## src/rtl/quad_attitude_mixer_core_defines.svh

```systemverilog
// assertion macros for the attitude mixer core
`ifndef QUAD_ATTITUDE_MIXER_CORE_DEFINES_SVH
`define QUAD_ATTITUDE_MIXER_CORE_DEFINES_SVH

// same-cycle implication, sampled on clk, muted in reset
`define QAMC_ASSERT_IMP(lbl, ante, cons, msg) \
    lbl: assert property (@(posedge clk) disable iff (!rst_n) (ante) |-> (cons)) \
        else $error(msg);

// next-cycle implication, sampled on clk, muted in reset
`define QAMC_ASSERT_NXT(lbl, ante, cons, msg) \
    lbl: assert property (@(posedge clk) disable iff (!rst_n) (ante) |=> (cons)) \
        else $error(msg);

`endif

```

## src/rtl/qam_pkg.sv

```systemverilog
package qam_pkg;

    // sequencer states
    typedef enum logic [4:0] {
        ST_IDLE,
        ST_SQ_A,
        ST_SQ_B,
        ST_SQ_C,
        ST_ROOT,
        ST_CORD_INIT,
        ST_CORD,
        ST_CORD_END,
        ST_RATE,
        ST_DIV_INIT,
        ST_DIV_LO,
        ST_DIV_HI,
        ST_DIV_EST,
        ST_DIV_BACK,
        ST_DIV_FIX,
        ST_BL_A,
        ST_BL_B,
        ST_BL_C,
        ST_MIX_P,
        ST_MIX_R,
        ST_MIX,
        ST_OUT
    } state_t;

    // register indexes
    localparam logic [3:0] REG_SENSOR  = 4'd0;
    localparam logic [3:0] REG_BASE    = 4'd1;
    localparam logic [3:0] REG_MIN     = 4'd2;
    localparam logic [3:0] REG_MAX     = 4'd3;
    localparam logic [3:0] REG_PGAIN   = 4'd4;
    localparam logic [3:0] REG_RGAIN   = 4'd5;
    localparam logic [3:0] REG_TILT    = 4'd6;
    localparam logic [3:0] REG_WEIGHT  = 4'd7;

    // status codes
    localparam logic [1:0] STAT_FLY       = 2'd0;
    localparam logic [1:0] STAT_NO_SENSOR = 2'd1;
    localparam logic [1:0] STAT_TILT      = 2'd2;

    // iteration counts
    localparam logic [4:0] ROOT_LAST = 5'd15;
    localparam logic [4:0] CORD_LAST = 5'd15;

    // time handling
    localparam logic [19:0] DT_MAX = 20'd100000;
    localparam logic [16:0] DT_DEF = 17'd4000;

    // gyro scaling: inc = (|rate*dt|*8 + 7812) / 15625
    localparam logic [35:0] DIV_BIAS = 36'd7812;
    localparam logic [35:0] DIV_D    = 36'd15625;

    // floor(2^41 / 15625) split at bit 14 to fit the narrow multiplier port
    localparam logic [16:0] RCP_HI = 17'd8589;
    localparam logic [16:0] RCP_LO = 17'd15312;

    // +-180 degrees with 16 fraction bits
    localparam logic signed [24:0] ANGLE_LIM = 25'sd11796480;

    // atan(2^-i) in degrees, 24 fraction bits
    function automatic logic [29:0] atan_tbl(input logic [3:0] i);
        logic [29:0] v;
        unique case (i)
            4'd0:  v = 30'd754974720;
            4'd1:  v = 30'd445687602;
            4'd2:  v = 30'd235489088;
            4'd3:  v = 30'd119537938;
            4'd4:  v = 30'd60000934;
            4'd5:  v = 30'd30029717;
            4'd6:  v = 30'd15018523;
            4'd7:  v = 30'd7509720;
            4'd8:  v = 30'd3754917;
            4'd9:  v = 30'd1877466;
            4'd10: v = 30'd938734;
            4'd11: v = 30'd469367;
            4'd12: v = 30'd234684;
            4'd13: v = 30'd117342;
            4'd14: v = 30'd58671;
            4'd15: v = 30'd29335;
            default: v = 30'd0;
        endcase
        return v;
    endfunction

    // divide by 2^24 truncating toward zero
    function automatic logic signed [23:0] trunc24(input logic signed [47:0] v);
        logic signed [47:0] t;
        t = v[47] ? ((v + 48'sd16777215) >>> 24) : (v >>> 24);
        return t[23:0];
    endfunction

    // clamp to the throttle limits, low limit checked first
    function automatic logic [11:0] limit(input logic signed [23:0] t,
                                          input logic [11:0] mn,
                                          input logic [11:0] mx);
        logic [11:0] r;
        if (t < $signed({12'd0, mn}))
            r = mn;
        else if (t > $signed({12'd0, mx}))
            r = mx;
        else
            r = t[11:0];
        return r;
    endfunction

endpackage

```

## src/rtl/quad_attitude_mixer_core.sv

```systemverilog
// channel | handshake            | payload
// in      | in_valid / in_ready   | accel_x/y/z, gyro_pitch/roll, elapsed_us
// out     | out_valid / out_ready | four motors, pitch/roll angle, status
// cfg     | cfg_we                | cfg_index, cfg_data
// with the sensor present each input beat runs, per axis, a pass (squares, 16-step root, 16-step cordic,
// rate, reciprocal divide in init, low, high, estimate, back and fix steps, blend), skipping the cordic
// iterations and its end step on a zero cordic numerator, then a mix on one 26x18 multiplier
// with no sensor the result is ready the cycle after the input beat
// reset clears configuration to defaults and both estimates to zero
// the input stalls until the previous result beat has been taken
module quad_attitude_mixer_core
    import qam_pkg::*;
(
    input  logic               clk,
    input  logic               rst_n,
    input  logic               in_valid,
    output logic               in_ready,
    input  logic signed [15:0] accel_x,
    input  logic signed [15:0] accel_y,
    input  logic signed [15:0] accel_z,
    input  logic signed [16:0] gyro_pitch,
    input  logic signed [16:0] gyro_roll,
    input  logic [19:0]        elapsed_us,
    output logic               out_valid,
    input  logic               out_ready,
    output logic [11:0]        motor_front_left,
    output logic [11:0]        motor_front_right,
    output logic [11:0]        motor_back_right,
    output logic [11:0]        motor_back_left,
    output logic signed [16:0] pitch_angle,
    output logic signed [16:0] roll_angle,
    output logic [1:0]         status,
    input  logic               cfg_we,
    input  logic [3:0]         cfg_index,
    input  logic [15:0]        cfg_data
);

    state_t state_reg, state_next;

    // configuration
    logic        sensor_reg;
    logic [11:0] base_reg, min_reg, max_reg, pgain_reg, rgain_reg;
    logic [7:0]  tilt_reg;
    logic [15:0] weight_reg;

    // captured sample
    logic signed [15:0] ax_reg, ay_reg, az_reg;
    logic signed [16:0] gp_reg, gr_reg;
    logic [16:0]        dt_reg;

    // estimates and sequencing
    logic signed [24:0] pest_reg, rest_reg;
    logic               axis_reg;
    logic [4:0]         cnt_reg;

    // shared multiplier and accumulator
    logic signed [25:0] mul_a;
    logic signed [17:0] mul_b;
    logic signed [43:0] mul_p;
    logic signed [43:0] prod_reg, sum_reg;

    // root, cordic and divider registers
    logic [31:0]        rad_reg;
    logic [18:0]        rem_reg;
    logic [15:0]        root_reg;
    logic signed [35:0] cx_reg, cy_reg;
    logic signed [32:0] cz_reg;
    logic signed [23:0] acc_reg;
    logic [35:0]        n_reg;
    logic [21:0]        quo_reg;
    logic               neg_reg;

    // result registers
    logic [11:0]        fl_reg, fr_reg, br_reg, bl_reg;
    logic signed [16:0] pang_reg, rang_reg;
    logic [1:0]         stat_reg;

    // helper terms
    logic signed [24:0] cur_est;
    logic signed [22:0] inc_s;
    logic signed [25:0] est_plus;
    logic [16:0]        one_m_w;
    logic [18:0]        rem_sh, trial;
    logic               root_ge;
    logic signed [35:0] cdx, cdy;
    logic               cpos;
    logic signed [16:0] cord_y;
    logic signed [32:0] cz_rnd;
    logic [32:0]        rd_mag;
    logic [39:0]        q_sum;
    logic [35:0]        n_rem;
    logic signed [43:0] bl_tot;
    logic signed [27:0] bl_new;
    logic signed [24:0] bl_sat;
    logic signed [47:0] mx_b, mx_pa, mx_ra;
    logic signed [24:0] tl_pos;
    logic               tilt_hit;
    logic signed [25:0] pest_rnd, rest_rnd;

    assign mul_p = mul_a * mul_b;

    // per-axis operand picks and arithmetic steps
    always_comb
    begin
        cur_est  = axis_reg ? rest_reg : pest_reg;
        inc_s    = neg_reg ? -$signed({1'b0, quo_reg}) : $signed({1'b0, quo_reg});
        est_plus = $signed({cur_est[24], cur_est}) + 26'(inc_s);
        one_m_w  = 17'd65536 - {1'b0, weight_reg};
        rem_sh   = {rem_reg[16:0], rad_reg[31:30]};
        trial    = {1'b0, root_reg, 2'b01};
        root_ge  = rem_sh >= trial;
        cdx      = cy_reg >>> cnt_reg[3:0];
        cdy      = cx_reg >>> cnt_reg[3:0];
        cpos     = !cy_reg[35] && (cy_reg != 36'sd0);
        cord_y   = axis_reg ? -17'(ax_reg) : 17'(ay_reg);
        cz_rnd   = (cz_reg + 33'sd128) >>> 8;
        rd_mag   = prod_reg[43] ? 33'(-prod_reg) : prod_reg[32:0];
        // quotient estimate from the two reciprocal partial products, low by at most one
        q_sum    = prod_reg[39:0] + {14'd0, sum_reg[39:14]};
        n_rem    = n_reg - prod_reg[35:0];
        bl_tot   = sum_reg + prod_reg + 44'sd32768;
        bl_new   = 28'(bl_tot >>> 16);
        if (bl_new > 28'(ANGLE_LIM))
            bl_sat = ANGLE_LIM;
        else if (bl_new < -28'(ANGLE_LIM))
            bl_sat = -ANGLE_LIM;
        else
            bl_sat = bl_new[24:0];
        mx_b     = $signed({12'd0, base_reg, 24'd0});
        mx_pa    = 48'(sum_reg);
        mx_ra    = 48'(prod_reg);
        tl_pos   = $signed({1'b0, tilt_reg, 16'd0});
        tilt_hit = (pest_reg > tl_pos) || (pest_reg < -tl_pos)
                || (rest_reg > tl_pos) || (rest_reg < -tl_pos);
        pest_rnd = (26'(pest_reg) + 26'sd128) >>> 8;
        rest_rnd = (26'(rest_reg) + 26'sd128) >>> 8;
    end

    // next state
    always_comb
    begin
        state_next = state_reg;
        unique case (state_reg)
            ST_IDLE:
                if (in_valid)
                    state_next = sensor_reg ? ST_SQ_A : ST_OUT;
            ST_SQ_A:      state_next = ST_SQ_B;
            ST_SQ_B:      state_next = ST_SQ_C;
            ST_SQ_C:      state_next = ST_ROOT;
            ST_ROOT:
                if (cnt_reg == ROOT_LAST)
                    state_next = ST_CORD_INIT;
            ST_CORD_INIT: state_next = (cord_y == 17'sd0) ? ST_RATE : ST_CORD;
            ST_CORD:
                if (cnt_reg == CORD_LAST)
                    state_next = ST_CORD_END;
            ST_CORD_END:  state_next = ST_RATE;
            ST_RATE:      state_next = ST_DIV_INIT;
            ST_DIV_INIT:  state_next = ST_DIV_LO;
            ST_DIV_LO:    state_next = ST_DIV_HI;
            ST_DIV_HI:    state_next = ST_DIV_EST;
            ST_DIV_EST:   state_next = ST_DIV_BACK;
            ST_DIV_BACK:  state_next = ST_DIV_FIX;
            ST_DIV_FIX:   state_next = ST_BL_A;
            ST_BL_A:      state_next = ST_BL_B;
            ST_BL_B:      state_next = ST_BL_C;
            ST_BL_C:      state_next = axis_reg ? ST_MIX_P : ST_SQ_A;
            ST_MIX_P:     state_next = ST_MIX_R;
            ST_MIX_R:     state_next = ST_MIX;
            ST_MIX:       state_next = ST_OUT;
            ST_OUT:
                if (out_ready)
                    state_next = ST_IDLE;
            default:      state_next = ST_IDLE;
        endcase
    end

    // handshake and multiplier operand selection
    always_comb
    begin
        in_ready  = (state_reg == ST_IDLE);
        out_valid = (state_reg == ST_OUT);
        mul_a     = 26'sd0;
        mul_b     = 18'sd0;
        unique case (state_reg)
            ST_SQ_A:
            begin
                mul_a = axis_reg ? 26'(ay_reg) : 26'(ax_reg);
                mul_b = axis_reg ? 18'(ay_reg) : 18'(ax_reg);
            end
            ST_SQ_B:
            begin
                mul_a = 26'(az_reg);
                mul_b = 18'(az_reg);
            end
            ST_RATE:
            begin
                mul_a = axis_reg ? 26'(gr_reg) : 26'(gp_reg);
                mul_b = $signed({1'b0, dt_reg});
            end
            ST_DIV_LO:
            begin
                mul_a = $signed({1'b0, n_reg[35:11]});
                mul_b = $signed({1'b0, RCP_LO});
            end
            ST_DIV_HI:
            begin
                mul_a = $signed({1'b0, n_reg[35:11]});
                mul_b = $signed({1'b0, RCP_HI});
            end
            ST_DIV_BACK:
            begin
                mul_a = $signed({4'd0, quo_reg});
                mul_b = $signed({1'b0, DIV_D[16:0]});
            end
            ST_BL_A:
            begin
                mul_a = est_plus;
                mul_b = $signed({2'b00, weight_reg});
            end
            ST_BL_B:
            begin
                mul_a = 26'(acc_reg);
                mul_b = $signed({1'b0, one_m_w});
            end
            ST_MIX_P:
            begin
                mul_a = 26'(pest_reg);
                mul_b = $signed({6'd0, pgain_reg});
            end
            ST_MIX_R:
            begin
                mul_a = 26'(rest_reg);
                mul_b = $signed({6'd0, rgain_reg});
            end
            default:
            begin
                mul_a = 26'sd0;
                mul_b = 18'sd0;
            end
        endcase
    end

    // control state, configuration and estimates
    always_ff @(posedge clk or negedge rst_n)
    begin
        if (!rst_n)
        begin
            state_reg  <= ST_IDLE;
            sensor_reg <= 1'b0;
            base_reg   <= 12'd1300;
            min_reg    <= 12'd1000;
            max_reg    <= 12'd2000;
            pgain_reg  <= 12'd512;
            rgain_reg  <= 12'd512;
            tilt_reg   <= 8'd30;
            weight_reg <= 16'd64225;
            pest_reg   <= 25'sd0;
            rest_reg   <= 25'sd0;
            axis_reg   <= 1'b0;
            cnt_reg    <= 5'd0;
        end
        else
        begin
            state_reg <= state_next;
            if (cfg_we)
            begin
                unique case (cfg_index)
                    REG_SENSOR: sensor_reg <= cfg_data[0];
                    REG_BASE:   base_reg   <= cfg_data[11:0];
                    REG_MIN:    min_reg    <= cfg_data[11:0];
                    REG_MAX:    max_reg    <= cfg_data[11:0];
                    REG_PGAIN:  pgain_reg  <= cfg_data[11:0];
                    REG_RGAIN:  rgain_reg  <= cfg_data[11:0];
                    REG_TILT:   tilt_reg   <= cfg_data[7:0];
                    REG_WEIGHT: weight_reg <= cfg_data;
                    default:    ;
                endcase
            end
            unique case (state_reg)
                ST_IDLE:      axis_reg <= 1'b0;
                ST_SQ_C:      cnt_reg  <= 5'd0;
                ST_ROOT:      cnt_reg  <= cnt_reg + 5'd1;
                ST_CORD_INIT: cnt_reg  <= 5'd0;
                ST_CORD:      cnt_reg  <= cnt_reg + 5'd1;
                ST_BL_C:
                begin
                    if (axis_reg)
                        rest_reg <= bl_sat;
                    else
                        pest_reg <= bl_sat;
                    axis_reg <= 1'b1;
                end
                default:      ;
            endcase
        end
    end

    // datapath registers
    always_ff @(posedge clk)
    begin
        prod_reg <= mul_p;
        unique case (state_reg)
            ST_IDLE:
            begin
                ax_reg <= accel_x;
                ay_reg <= accel_y;
                az_reg <= accel_z;
                gp_reg <= gyro_pitch;
                gr_reg <= gyro_roll;
                dt_reg <= (elapsed_us == 20'd0 || elapsed_us > DT_MAX)
                          ? DT_DEF : elapsed_us[16:0];
                fl_reg   <= min_reg;
                fr_reg   <= min_reg;
                br_reg   <= min_reg;
                bl_reg   <= min_reg;
                pang_reg <= pest_rnd[16:0];
                rang_reg <= rest_rnd[16:0];
                stat_reg <= STAT_NO_SENSOR;
            end
            ST_SQ_B: sum_reg <= prod_reg;
            ST_SQ_C:
            begin
                rad_reg  <= sum_reg[31:0] + prod_reg[31:0];
                rem_reg  <= 19'd0;
                root_reg <= 16'd0;
            end
            ST_ROOT:
            begin
                rad_reg  <= {rad_reg[29:0], 2'b00};
                rem_reg  <= root_ge ? (rem_sh - trial) : rem_sh;
                root_reg <= {root_reg[14:0], root_ge};
            end
            ST_CORD_INIT:
            begin
                cx_reg  <= $signed({4'd0, root_reg, 16'd0});
                cy_reg  <= 36'($signed({cord_y, 16'd0}));
                cz_reg  <= 33'sd0;
                acc_reg <= 24'sd0;
            end
            ST_CORD:
            begin
                if (cpos)
                begin
                    cx_reg <= cx_reg + cdx;
                    cy_reg <= cy_reg - cdy;
                    cz_reg <= cz_reg + $signed({3'd0, atan_tbl(cnt_reg[3:0])});
                end
                else
                begin
                    cx_reg <= cx_reg - cdx;
                    cy_reg <= cy_reg + cdy;
                    cz_reg <= cz_reg - $signed({3'd0, atan_tbl(cnt_reg[3:0])});
                end
            end
            ST_CORD_END: acc_reg <= cz_rnd[23:0];
            ST_DIV_INIT:
            begin
                n_reg   <= {rd_mag, 3'b000} + DIV_BIAS;
                neg_reg <= prod_reg[43];
            end
            // hold the low partial product while the high one is formed
            ST_DIV_HI:   sum_reg <= prod_reg;
            ST_DIV_EST:  quo_reg <= q_sum[37:16];
            // one correction step when the remainder still holds the divisor
            ST_DIV_FIX:
            begin
                if (n_rem >= DIV_D)
                    quo_reg <= quo_reg + 22'd1;
            end
            ST_BL_B:  sum_reg <= prod_reg;
            ST_MIX_R: sum_reg <= prod_reg;
            ST_MIX:
            begin
                pang_reg <= pest_rnd[16:0];
                rang_reg <= rest_rnd[16:0];
                if (tilt_hit)
                begin
                    fl_reg   <= min_reg;
                    fr_reg   <= min_reg;
                    br_reg   <= min_reg;
                    bl_reg   <= min_reg;
                    stat_reg <= STAT_TILT;
                end
                else
                begin
                    fl_reg   <= limit(trunc24(mx_b + mx_pa + mx_ra), min_reg, max_reg);
                    fr_reg   <= limit(trunc24(mx_b + mx_pa - mx_ra), min_reg, max_reg);
                    br_reg   <= limit(trunc24(mx_b - mx_pa - mx_ra), min_reg, max_reg);
                    bl_reg   <= limit(trunc24(mx_b - mx_pa + mx_ra), min_reg, max_reg);
                    stat_reg <= STAT_FLY;
                end
            end
            default: ;
        endcase
    end

    assign motor_front_left  = fl_reg;
    assign motor_front_right = fr_reg;
    assign motor_back_right  = br_reg;
    assign motor_back_left   = bl_reg;
    assign pitch_angle       = pang_reg;
    assign roll_angle        = rang_reg;
    assign status            = stat_reg;

    `include "quad_attitude_mixer_core_defines.svh"

    // checks
    `QAMC_ASSERT_IMP(a_ready_excl, in_ready, !out_valid, "ready while result pending")
    `QAMC_ASSERT_NXT(a_busy_after_in, in_valid && in_ready, !in_ready, "ready after accept")
    `QAMC_ASSERT_NXT(a_idle_after_out, out_valid && out_ready, in_ready, "not idle after out")
    `QAMC_ASSERT_IMP(a_cut_min, out_valid && status != STAT_FLY,
        motor_front_left == min_reg && motor_back_right == min_reg, "cutoff not at min")

endmodule

```

## config.mk

```make
export PLATFORM = sky130hd
export DESIGN_NAME = quad_attitude_mixer_core
export DESIGN_NICKNAME = d
export VERILOG_FILES = /design/src/rtl/qam_pkg.sv /design/src/rtl/quad_attitude_mixer_core.sv
export VERILOG_INCLUDE_DIRS = /design/src /design/src/rtl
export SDC_FILE = /design/constraint.sdc
export NUM_CORES = 2
export LEC_CHECK = 0
export ABC_AREA = 1
export BUFFER_PORTS_ARGS = -buffer_cell sky130_fd_sc_hd__buf_2
export CAP_MARGIN = 20
export CORE_MARGIN = 2
export CORE_UTILIZATION = 40
export DETAILED_ROUTE_END_ITERATION = 7
export SYNTH_ARGS = -nofsm -noshare
export SYNTH_HDL_FRONTEND = slang
export SYNTH_SLANG_ARGS = --single-unit
export TNS_END_PERCENT = 1
```

## constraint.sdc

```tcl
create_clock -name clk -period 21.7 [get_ports clk]
set_input_delay 5.425 -clock clk [delete_from_list [all_inputs] [get_ports clk]]
set_output_delay 5.425 -clock clk [all_outputs]
set_load 0.05 [all_outputs]
```

; After elaboration in Yosys (flattened, before gate mapping)
; Memory sizes are Yosys's and may differ from the RTL's.
; Index checks and enable logic that the tools add are counted.
[word_totals]
reg_bits = 670
rom_bits = 960
input_bits = 127
output_inout_bits = 86
word_cells = 224
memories = 2
[memory_table]
columns = name, depth, width, rd, rd_clocked_by_memory_dff, write_ports, line
row1 = (name not given), 16, 30, 1, 0, 0, qam_pkg.sv:66  ; unique case (i)
row2 = (name not given), 16, 30, 1, 0, 0, qam_pkg.sv:66
[op_classes]
add_sub_neg = 34
multipliers = 1
magnitude_cmp = 17
n_eq_ne = 34
shift = 2
mux = 60
bitwise = 1
reduce_logical = 35
[op_table]
columns = op, n
row1 = $pmux W26 S9, 1
row2 = $add A46 B25 Y47 const B, 4
row3 = $pmux W18 S10, 1
row4 = $mux W12, 12
row5 = $pmux W36 S2, 2
row6 = $mux W30, 4
row7 = $pmux W5 S22, 1
row8 = $sub A36 B36 Y36, 3
row9 = $gt A24 B13 Y1, 4
row10 = $lt A24 B13 Y1, 4
row11 = $mux W24, 4
row12 = $pmux W12 S2, 4
row13 = $add A45 B44 Y46, 2
row14 = $sub A45 B44 Y46, 2
row15 = $mux W25, 3
row16 = $add A36 B36 Y36, 2
row17 = $mux W36, 2
row18 = $sshr A36 B4 Y36, 2
row19 = $mux W33, 2
row20 = $pmux W33 S2, 1
row21 = $pmux W32 S2, 1
row22 = $mux W26, 2
row23 = $add A25 B9 Y25 const B, 2
row24 = $gt A25 B25 Y1, 2
row25 = other kinds (64), 117

; Longest topological paths before layout
[logic_depth]
ltp_word = 9
mapped_depth = 55

; Worst setup path after synthesis
; OpenSTA, ideal clock, no wires.
[synth_path]
kind = register to output
from = reg state_reg[2]
to = out in_ready
arrival_ps = 5494
path_slack_ps = 10781
stages_incl_launch_ff = 6
n_path_buf = 0
path_cell_list = dfrtp_1 > nor2_1 > inv_1 > nor2_1 > inv_1 > nor2_1
[synth_between]
elab_chain_len = 1
[synth_rtl]
columns = element, line
row1 = from (decl), quad_attitude_mixer_core.sv:38  ; state_t state_reg, state_next;
row2 = from (signal assigned), quad_attitude_mixer_core.sv:265  ; state_reg <= state_next;
row3 = $logic_not A5 Y1, quad_attitude_mixer_core.sv:181  ; in_ready = (state_reg == ST_IDLE);
row4 = to (decl), quad_attitude_mixer_core.sv:17  ; output logic in_ready,
; Every way passes these cells.

; Worst setup path in the final report
[layout_path]
from = reg axis_reg
to = reg prod_reg[42]
[layout_between]
elab_chain_len = 4
elab_cells_between_ends = 8
cone_classes = add/sub: 1 / mul: 1 / mux: 6
[layout_rtl]
columns = element, line
row1 = from (decl), quad_attitude_mixer_core.sv:53  ; logic axis_reg;
row2 = from (signal assigned), quad_attitude_mixer_core.sv:260  ; axis_reg <= 1'b0;
row3 = from (signal assigned), quad_attitude_mixer_core.sv:281  ; ST_IDLE: axis_reg <= 1'b0;
row4 = from (signal assigned), quad_attitude_mixer_core.sv:292  ; axis_reg <= 1'b1;
row5 = $mux W25, quad_attitude_mixer_core.sv:105  ; cur_est = axis_reg ? rest_reg : pest_reg;
row6 = $add A25 B23 Y26, quad_attitude_mixer_core.sv:107  ; est_plus = $signed({cur_est[24], cur_est}) + 26'(inc_s);
row7 = $pmux W26 S9, quad_attitude_mixer_core.sv:185  ; unique case (state_reg)
row8 = $mul A26 B18 Y44 *, quad_attitude_mixer_core.sv:100  ; assign mul_p = mul_a * mul_b;
row9 = named net mul_p[42], quad_attitude_mixer_core.sv:59  ; logic signed [43:0] mul_p;
row10 = to (signal assigned), quad_attitude_mixer_core.sv:302  ; prod_reg <= mul_p;
row11 = to (decl), quad_attitude_mixer_core.sv:60  ; logic signed [43:0] prod_reg, sum_reg;
; Mark *: on every way through the listed nets, which the timed path passes. The rest lies on a longest branch.
; A chain may end at the register's enable or synchronous reset.

==> run_summary.xml <==
<?xml version="1.0" encoding="UTF-8"?>
<metrics>
  <group name="timing">
    <metric name="setup_total_negative_slack" unit="ns">0</metric>
    <metric name="post-route-worst-setup-slack" unit="ns">10.98</metric>
    <metric name="rsz0062_at_grt" unit="">false</metric>
    <metric name="worst_pin_slew" unit="ns">1.20</metric>
    <metric name="timing.clock.skew" unit="ns">0.0648</metric>
    <metric name="hold_viol_final" unit="">0</metric>
    <metric name="timing.fmax" unit="MHz">93.3</metric>
    <metric name="final.period_utilization" unit="%">49.4</metric>
    <metric name="period_needed" unit="ns">10.72</metric>
    <metric name="max-slew-margin-rel" unit="%">17.7</metric>
    <metric name="report.final.setup_viol" unit="">0</metric>
    <metric name="timing_max_transition_violations_final" unit="">0</metric>
  </group>
  <group name="detailed_routing">
    <metric name="drt-pass1-iter-count" unit="">6</metric>
    <metric name="vias_per_cell" unit="">5.39</metric>
    <metric name="drtIter0Drc" unit="">7972</metric>
    <metric name="via_count" unit="">88500</metric>
    <metric name="route.detailed.drc" unit="">0</metric>
    <metric name="antenna_left" unit="">0</metric>
    <metric name="totalWireLength" unit="um">371000</metric>
    <metric name="wire_per_inst" unit="um">22.6</metric>
  </group>
  <group name="placed_design">
    <metric name="place_inst" unit="">16300</metric>
    <metric name="finalWeightedCongestion" unit="">1.07</metric>
    <metric name="post-place-ws" unit="ns">11.23</metric>
    <metric name="port_buffers" unit="">212</metric>
    <metric name="place_area" unit="um2">94100</metric>
    <metric name="hpwlAfterDp" unit="um">308000</metric>
  </group>
  <group name="yosys">
    <metric name="synthTopCellsByArea" unit="">sky130_fd_sc_hd__edfxtp_1 16%, sky130_fd_sc_hd__nand2_1 16%, sky130_fd_sc_hd__fa_1 11%, sky130_fd_sc_hd__ha_1 10%, sky130_fd_sc_hd__inv_1 9.1%</metric>
    <metric name="synth_largest_type_area_fraction" unit="%">15.9</metric>
    <metric name="synth_enable_flop_cells" unit="">476</metric>
    <metric name="synth.cell_area" unit="um2">89900</metric>
    <metric name="average_cell_area_after_synthesis" unit="um2">6.76</metric>
    <metric name="postSynthRegisterBits" unit="">666</metric>
    <metric name="synth_top_area_cell" unit="">sky130_fd_sc_hd__edfxtp_1</metric>
    <metric name="netlist-cell-type-count" unit="">83</metric>
    <metric name="ys.flop_type" unit="">sky130_fd_sc_hd__edfxtp_1</metric>
    <metric name="async_flop_share" unit="%">21.9</metric>
    <metric name="yosys_warnings" unit="">0</metric>
    <metric name="synth_instances" unit="">13300</metric>
    <metric name="synth_seq_area_share" unit="%">21.0</metric>
  </group>
  <group name="critical_path">
    <metric name="crit_path_frequent_cell" unit="">sky130_fd_sc_hd__inv_1</metric>
    <metric name="critical_path.max_stage_delay" unit="ns">0.87</metric>
    <metric name="worst_setup_path_start_kind" unit="">flip-flop</metric>
    <metric name="worst_ep_required_time" unit="ns">22.32</metric>
    <metric name="worstSetupEndpointType" unit="">flip-flop</metric>
    <metric name="critPathMaxFanout" unit="">68</metric>
    <metric name="critPathSlowestCell" unit="">sky130_fd_sc_hd__a2111oi_0</metric>
    <metric name="critPathKind" unit="">reg -&gt; reg</metric>
    <metric name="r2r_slack" unit="ns">10.98</metric>
    <metric name="crit_arrival" unit="ns">11.35</metric>
  </group>
  <group name="clock_network">
    <metric name="clk_transition_reported_paths" unit="ns">0.06</metric>
    <metric name="post_cts_buffers" unit="">0</metric>
    <metric name="cts_resized" unit="">0</metric>
    <metric name="cts.root.buffer_cell" unit="">sky130_fd_sc_hd__clkbuf_16</metric>
    <metric name="cts-hold-fix-buffers" unit="">0</metric>
    <metric name="tritoncts" unit="">built</metric>
    <metric name="cts-htree-levels" unit="">3</metric>
    <metric name="clock_sink_total" unit="">666</metric>
    <metric name="worstSkewPairLatency" unit="ns">0.74</metric>
    <metric name="numCtsBuffers" unit="">82</metric>
    <metric name="clk_buf_depth" unit="">3</metric>
  </group>
  <group name="floorplan">
    <metric name="top_level_ports" unit="">213</metric>
    <metric name="dieArea" unit="um2">228000</metric>
    <metric name="rows" unit="">174</metric>
    <metric name="start_util" unit="%">40.1</metric>
    <metric name="placeableCoreArea" unit="um2">224000</metric>
    <metric name="die_w" unit="um">478</metric>
    <metric name="die-height" unit="um">478</metric>
  </group>
  <group name="flow_run">
    <metric name="max-cap-violations" unit="">0</metric>
  </group>
  <group name="final_layout">
    <metric name="most-common-layout-cells" unit="">3734 x sky130_fd_sc_hd__nand2_1, 2188 x sky130_fd_sc_hd__inv_1, 1248 x sky130_fd_sc_hd__nor2_1</metric>
    <metric name="layout_commonest_cell" unit="">sky130_fd_sc_hd__nand2_1</metric>
    <metric name="num-nets-final" unit="">14700</metric>
    <metric name="layout.area.seq" unit="um2">18900</metric>
    <metric name="stdcell_count" unit="">16400</metric>
    <metric name="syn_to_final_growth" unit="%">7.93</metric>
    <metric name="multiInputGateArea" unit="um2">61100</metric>
    <metric name="final_standard_cell_area_without_fillers" unit="um2">97000</metric>
    <metric name="fillers" unit="">23900</metric>
    <metric name="layout-drive-gt1-share" unit="%">6.12</metric>
  </group>
  <group name="global_route">
    <metric name="global_route.usage.total" unit="%">31.8</metric>
    <metric name="number_of_global_route_vias_before_repair" unit="">85300</metric>
    <metric name="grt_pass1_wl" unit="um">545000</metric>
    <metric name="largest_net_degree_at_the_start_of_global_routing" unit="">77</metric>
    <metric name="overflow" unit="">0</metric>
    <metric name="initial_antenna_violation_count" unit="">21</metric>
  </group>
  <group name="worst_hold_path">
    <metric name="worstHoldPathType" unit="">reg -&gt; reg</metric>
  </group>
  <group name="status">
    <metric name="status" unit="">completed</metric>
  </group>
</metrics>
cells in the mapped netlist, types with 31 or more instances:
cell type,n
sky130_fd_sc_hd__nor4_1,47
sky130_fd_sc_hd__fa_1,494
sky130_fd_sc_hd__a21oi_1,695
sky130_fd_sc_hd__nor2_1,1257
sky130_fd_sc_hd__a31oi_1,41
sky130_fd_sc_hd__o21a_1,46
sky130_fd_sc_hd__buf_2,77
sky130_fd_sc_hd__dfxtp_1,44
sky130_fd_sc_hd__nor2_2,73
sky130_fd_sc_hd__xor2_1,327
sky130_fd_sc_hd__buf_4,37
sky130_fd_sc_hd__clkbuf_1,184
sky130_fd_sc_hd__inv_2,56
sky130_fd_sc_hd__mux2i_1,49
sky130_fd_sc_hd__inv_1,2189
sky130_fd_sc_hd__nand2_1,3737
sky130_fd_sc_hd__nand2_2,50
sky130_fd_sc_hd__o21ai_1,44
sky130_fd_sc_hd__nand3_1,695
sky130_fd_sc_hd__or2_2,37
sky130_fd_sc_hd__xnor2_1,138
sky130_fd_sc_hd__o21ai_0,746
sky130_fd_sc_hd__dfstp_2,32
sky130_fd_sc_hd__ha_1,727
sky130_fd_sc_hd__edfxtp_1,476
sky130_fd_sc_hd__nor3_1,163
sky130_fd_sc_hd__o21bai_1,57
sky130_fd_sc_hd__o211ai_1,31
sky130_fd_sc_hd__dfrtp_1,114
sky130_fd_sc_hd__nand4_1,220
metal layers:
layer	global-route usage (%)	up-vias	share of wire, %
li1	-	42700	-
met1	40.4	41400	41
met2	50.8	3550	44
met3	4.32	889	7.0
met4	20.0	10	7.4
met5	0	-	0.018
kinds of logic after synthesis:
group	share of synthesized area [%]
compound gates	11.8
simple gates	29.7
fa+ha+maj	21.1
flops	21.0
xor+xnor	4.55
other cells	0.00836
mux	0.558
buf+inv	11.2
worst max-delay path, delay by kind of cell, from the launching register on:
kind            cells  cell delay, ns
fa+ha+maj           7            3.54
buf+inv            11            2.14
compound gates      8            1.97
flops               1            0.69
simple gates        9            2.26
worst paths after layout:
check | cells past startpoint | end | start
max in group asynchronous | 2 | cnt_reg[2]$_DFFE_PN0P_ | rst_n
min | 2 | max_reg[3]$_DFFE_PN0P_ | max_reg[3]$_DFFE_PN0P_
max | 35 | prod_reg[42]$_DFF_P_ | axis_reg$_DFFE_PN0P_
max reg2reg | 35 | prod_reg[42]$_DFF_P_ | axis_reg$_DFFE_PN0P_
min reg2reg | 2 | max_reg[3]$_DFFE_PN0P_ | max_reg[3]$_DFFE_PN0P_
min in group asynchronous | 1 | pgain_reg[7]$_DFFE_PN0P_ | rst_n
layout make-up:
type | instances | share of cell area [%]
Clock buffer | 93 | 2.17
Antenna cell | 5 | 0.0129
Inverter | 2261 | 8.77
Multi-Input combinational cell | 10000 | 62.9
Sequential cell | 666 | 19.5
Tap cell | 2992 | 3.86
Clock inverter | 61 | 0.826
Timing Repair Buffer | 322 | 1.97
through the flow:
step	hold slack, ns	utilization (%)
6_report	0.483	43.3
2_1_floorplan	0.449	-
5_1_grt	0.497	43.3
3_5_place_dp	0.475	42.0
4_1_cts	0.489	43.3
3_3_place_gp	0.466	42.0
Power is left out: the tool's default activity adds up to more than one toggle a clock period on the data nets, which glitch-free logic cannot reach.
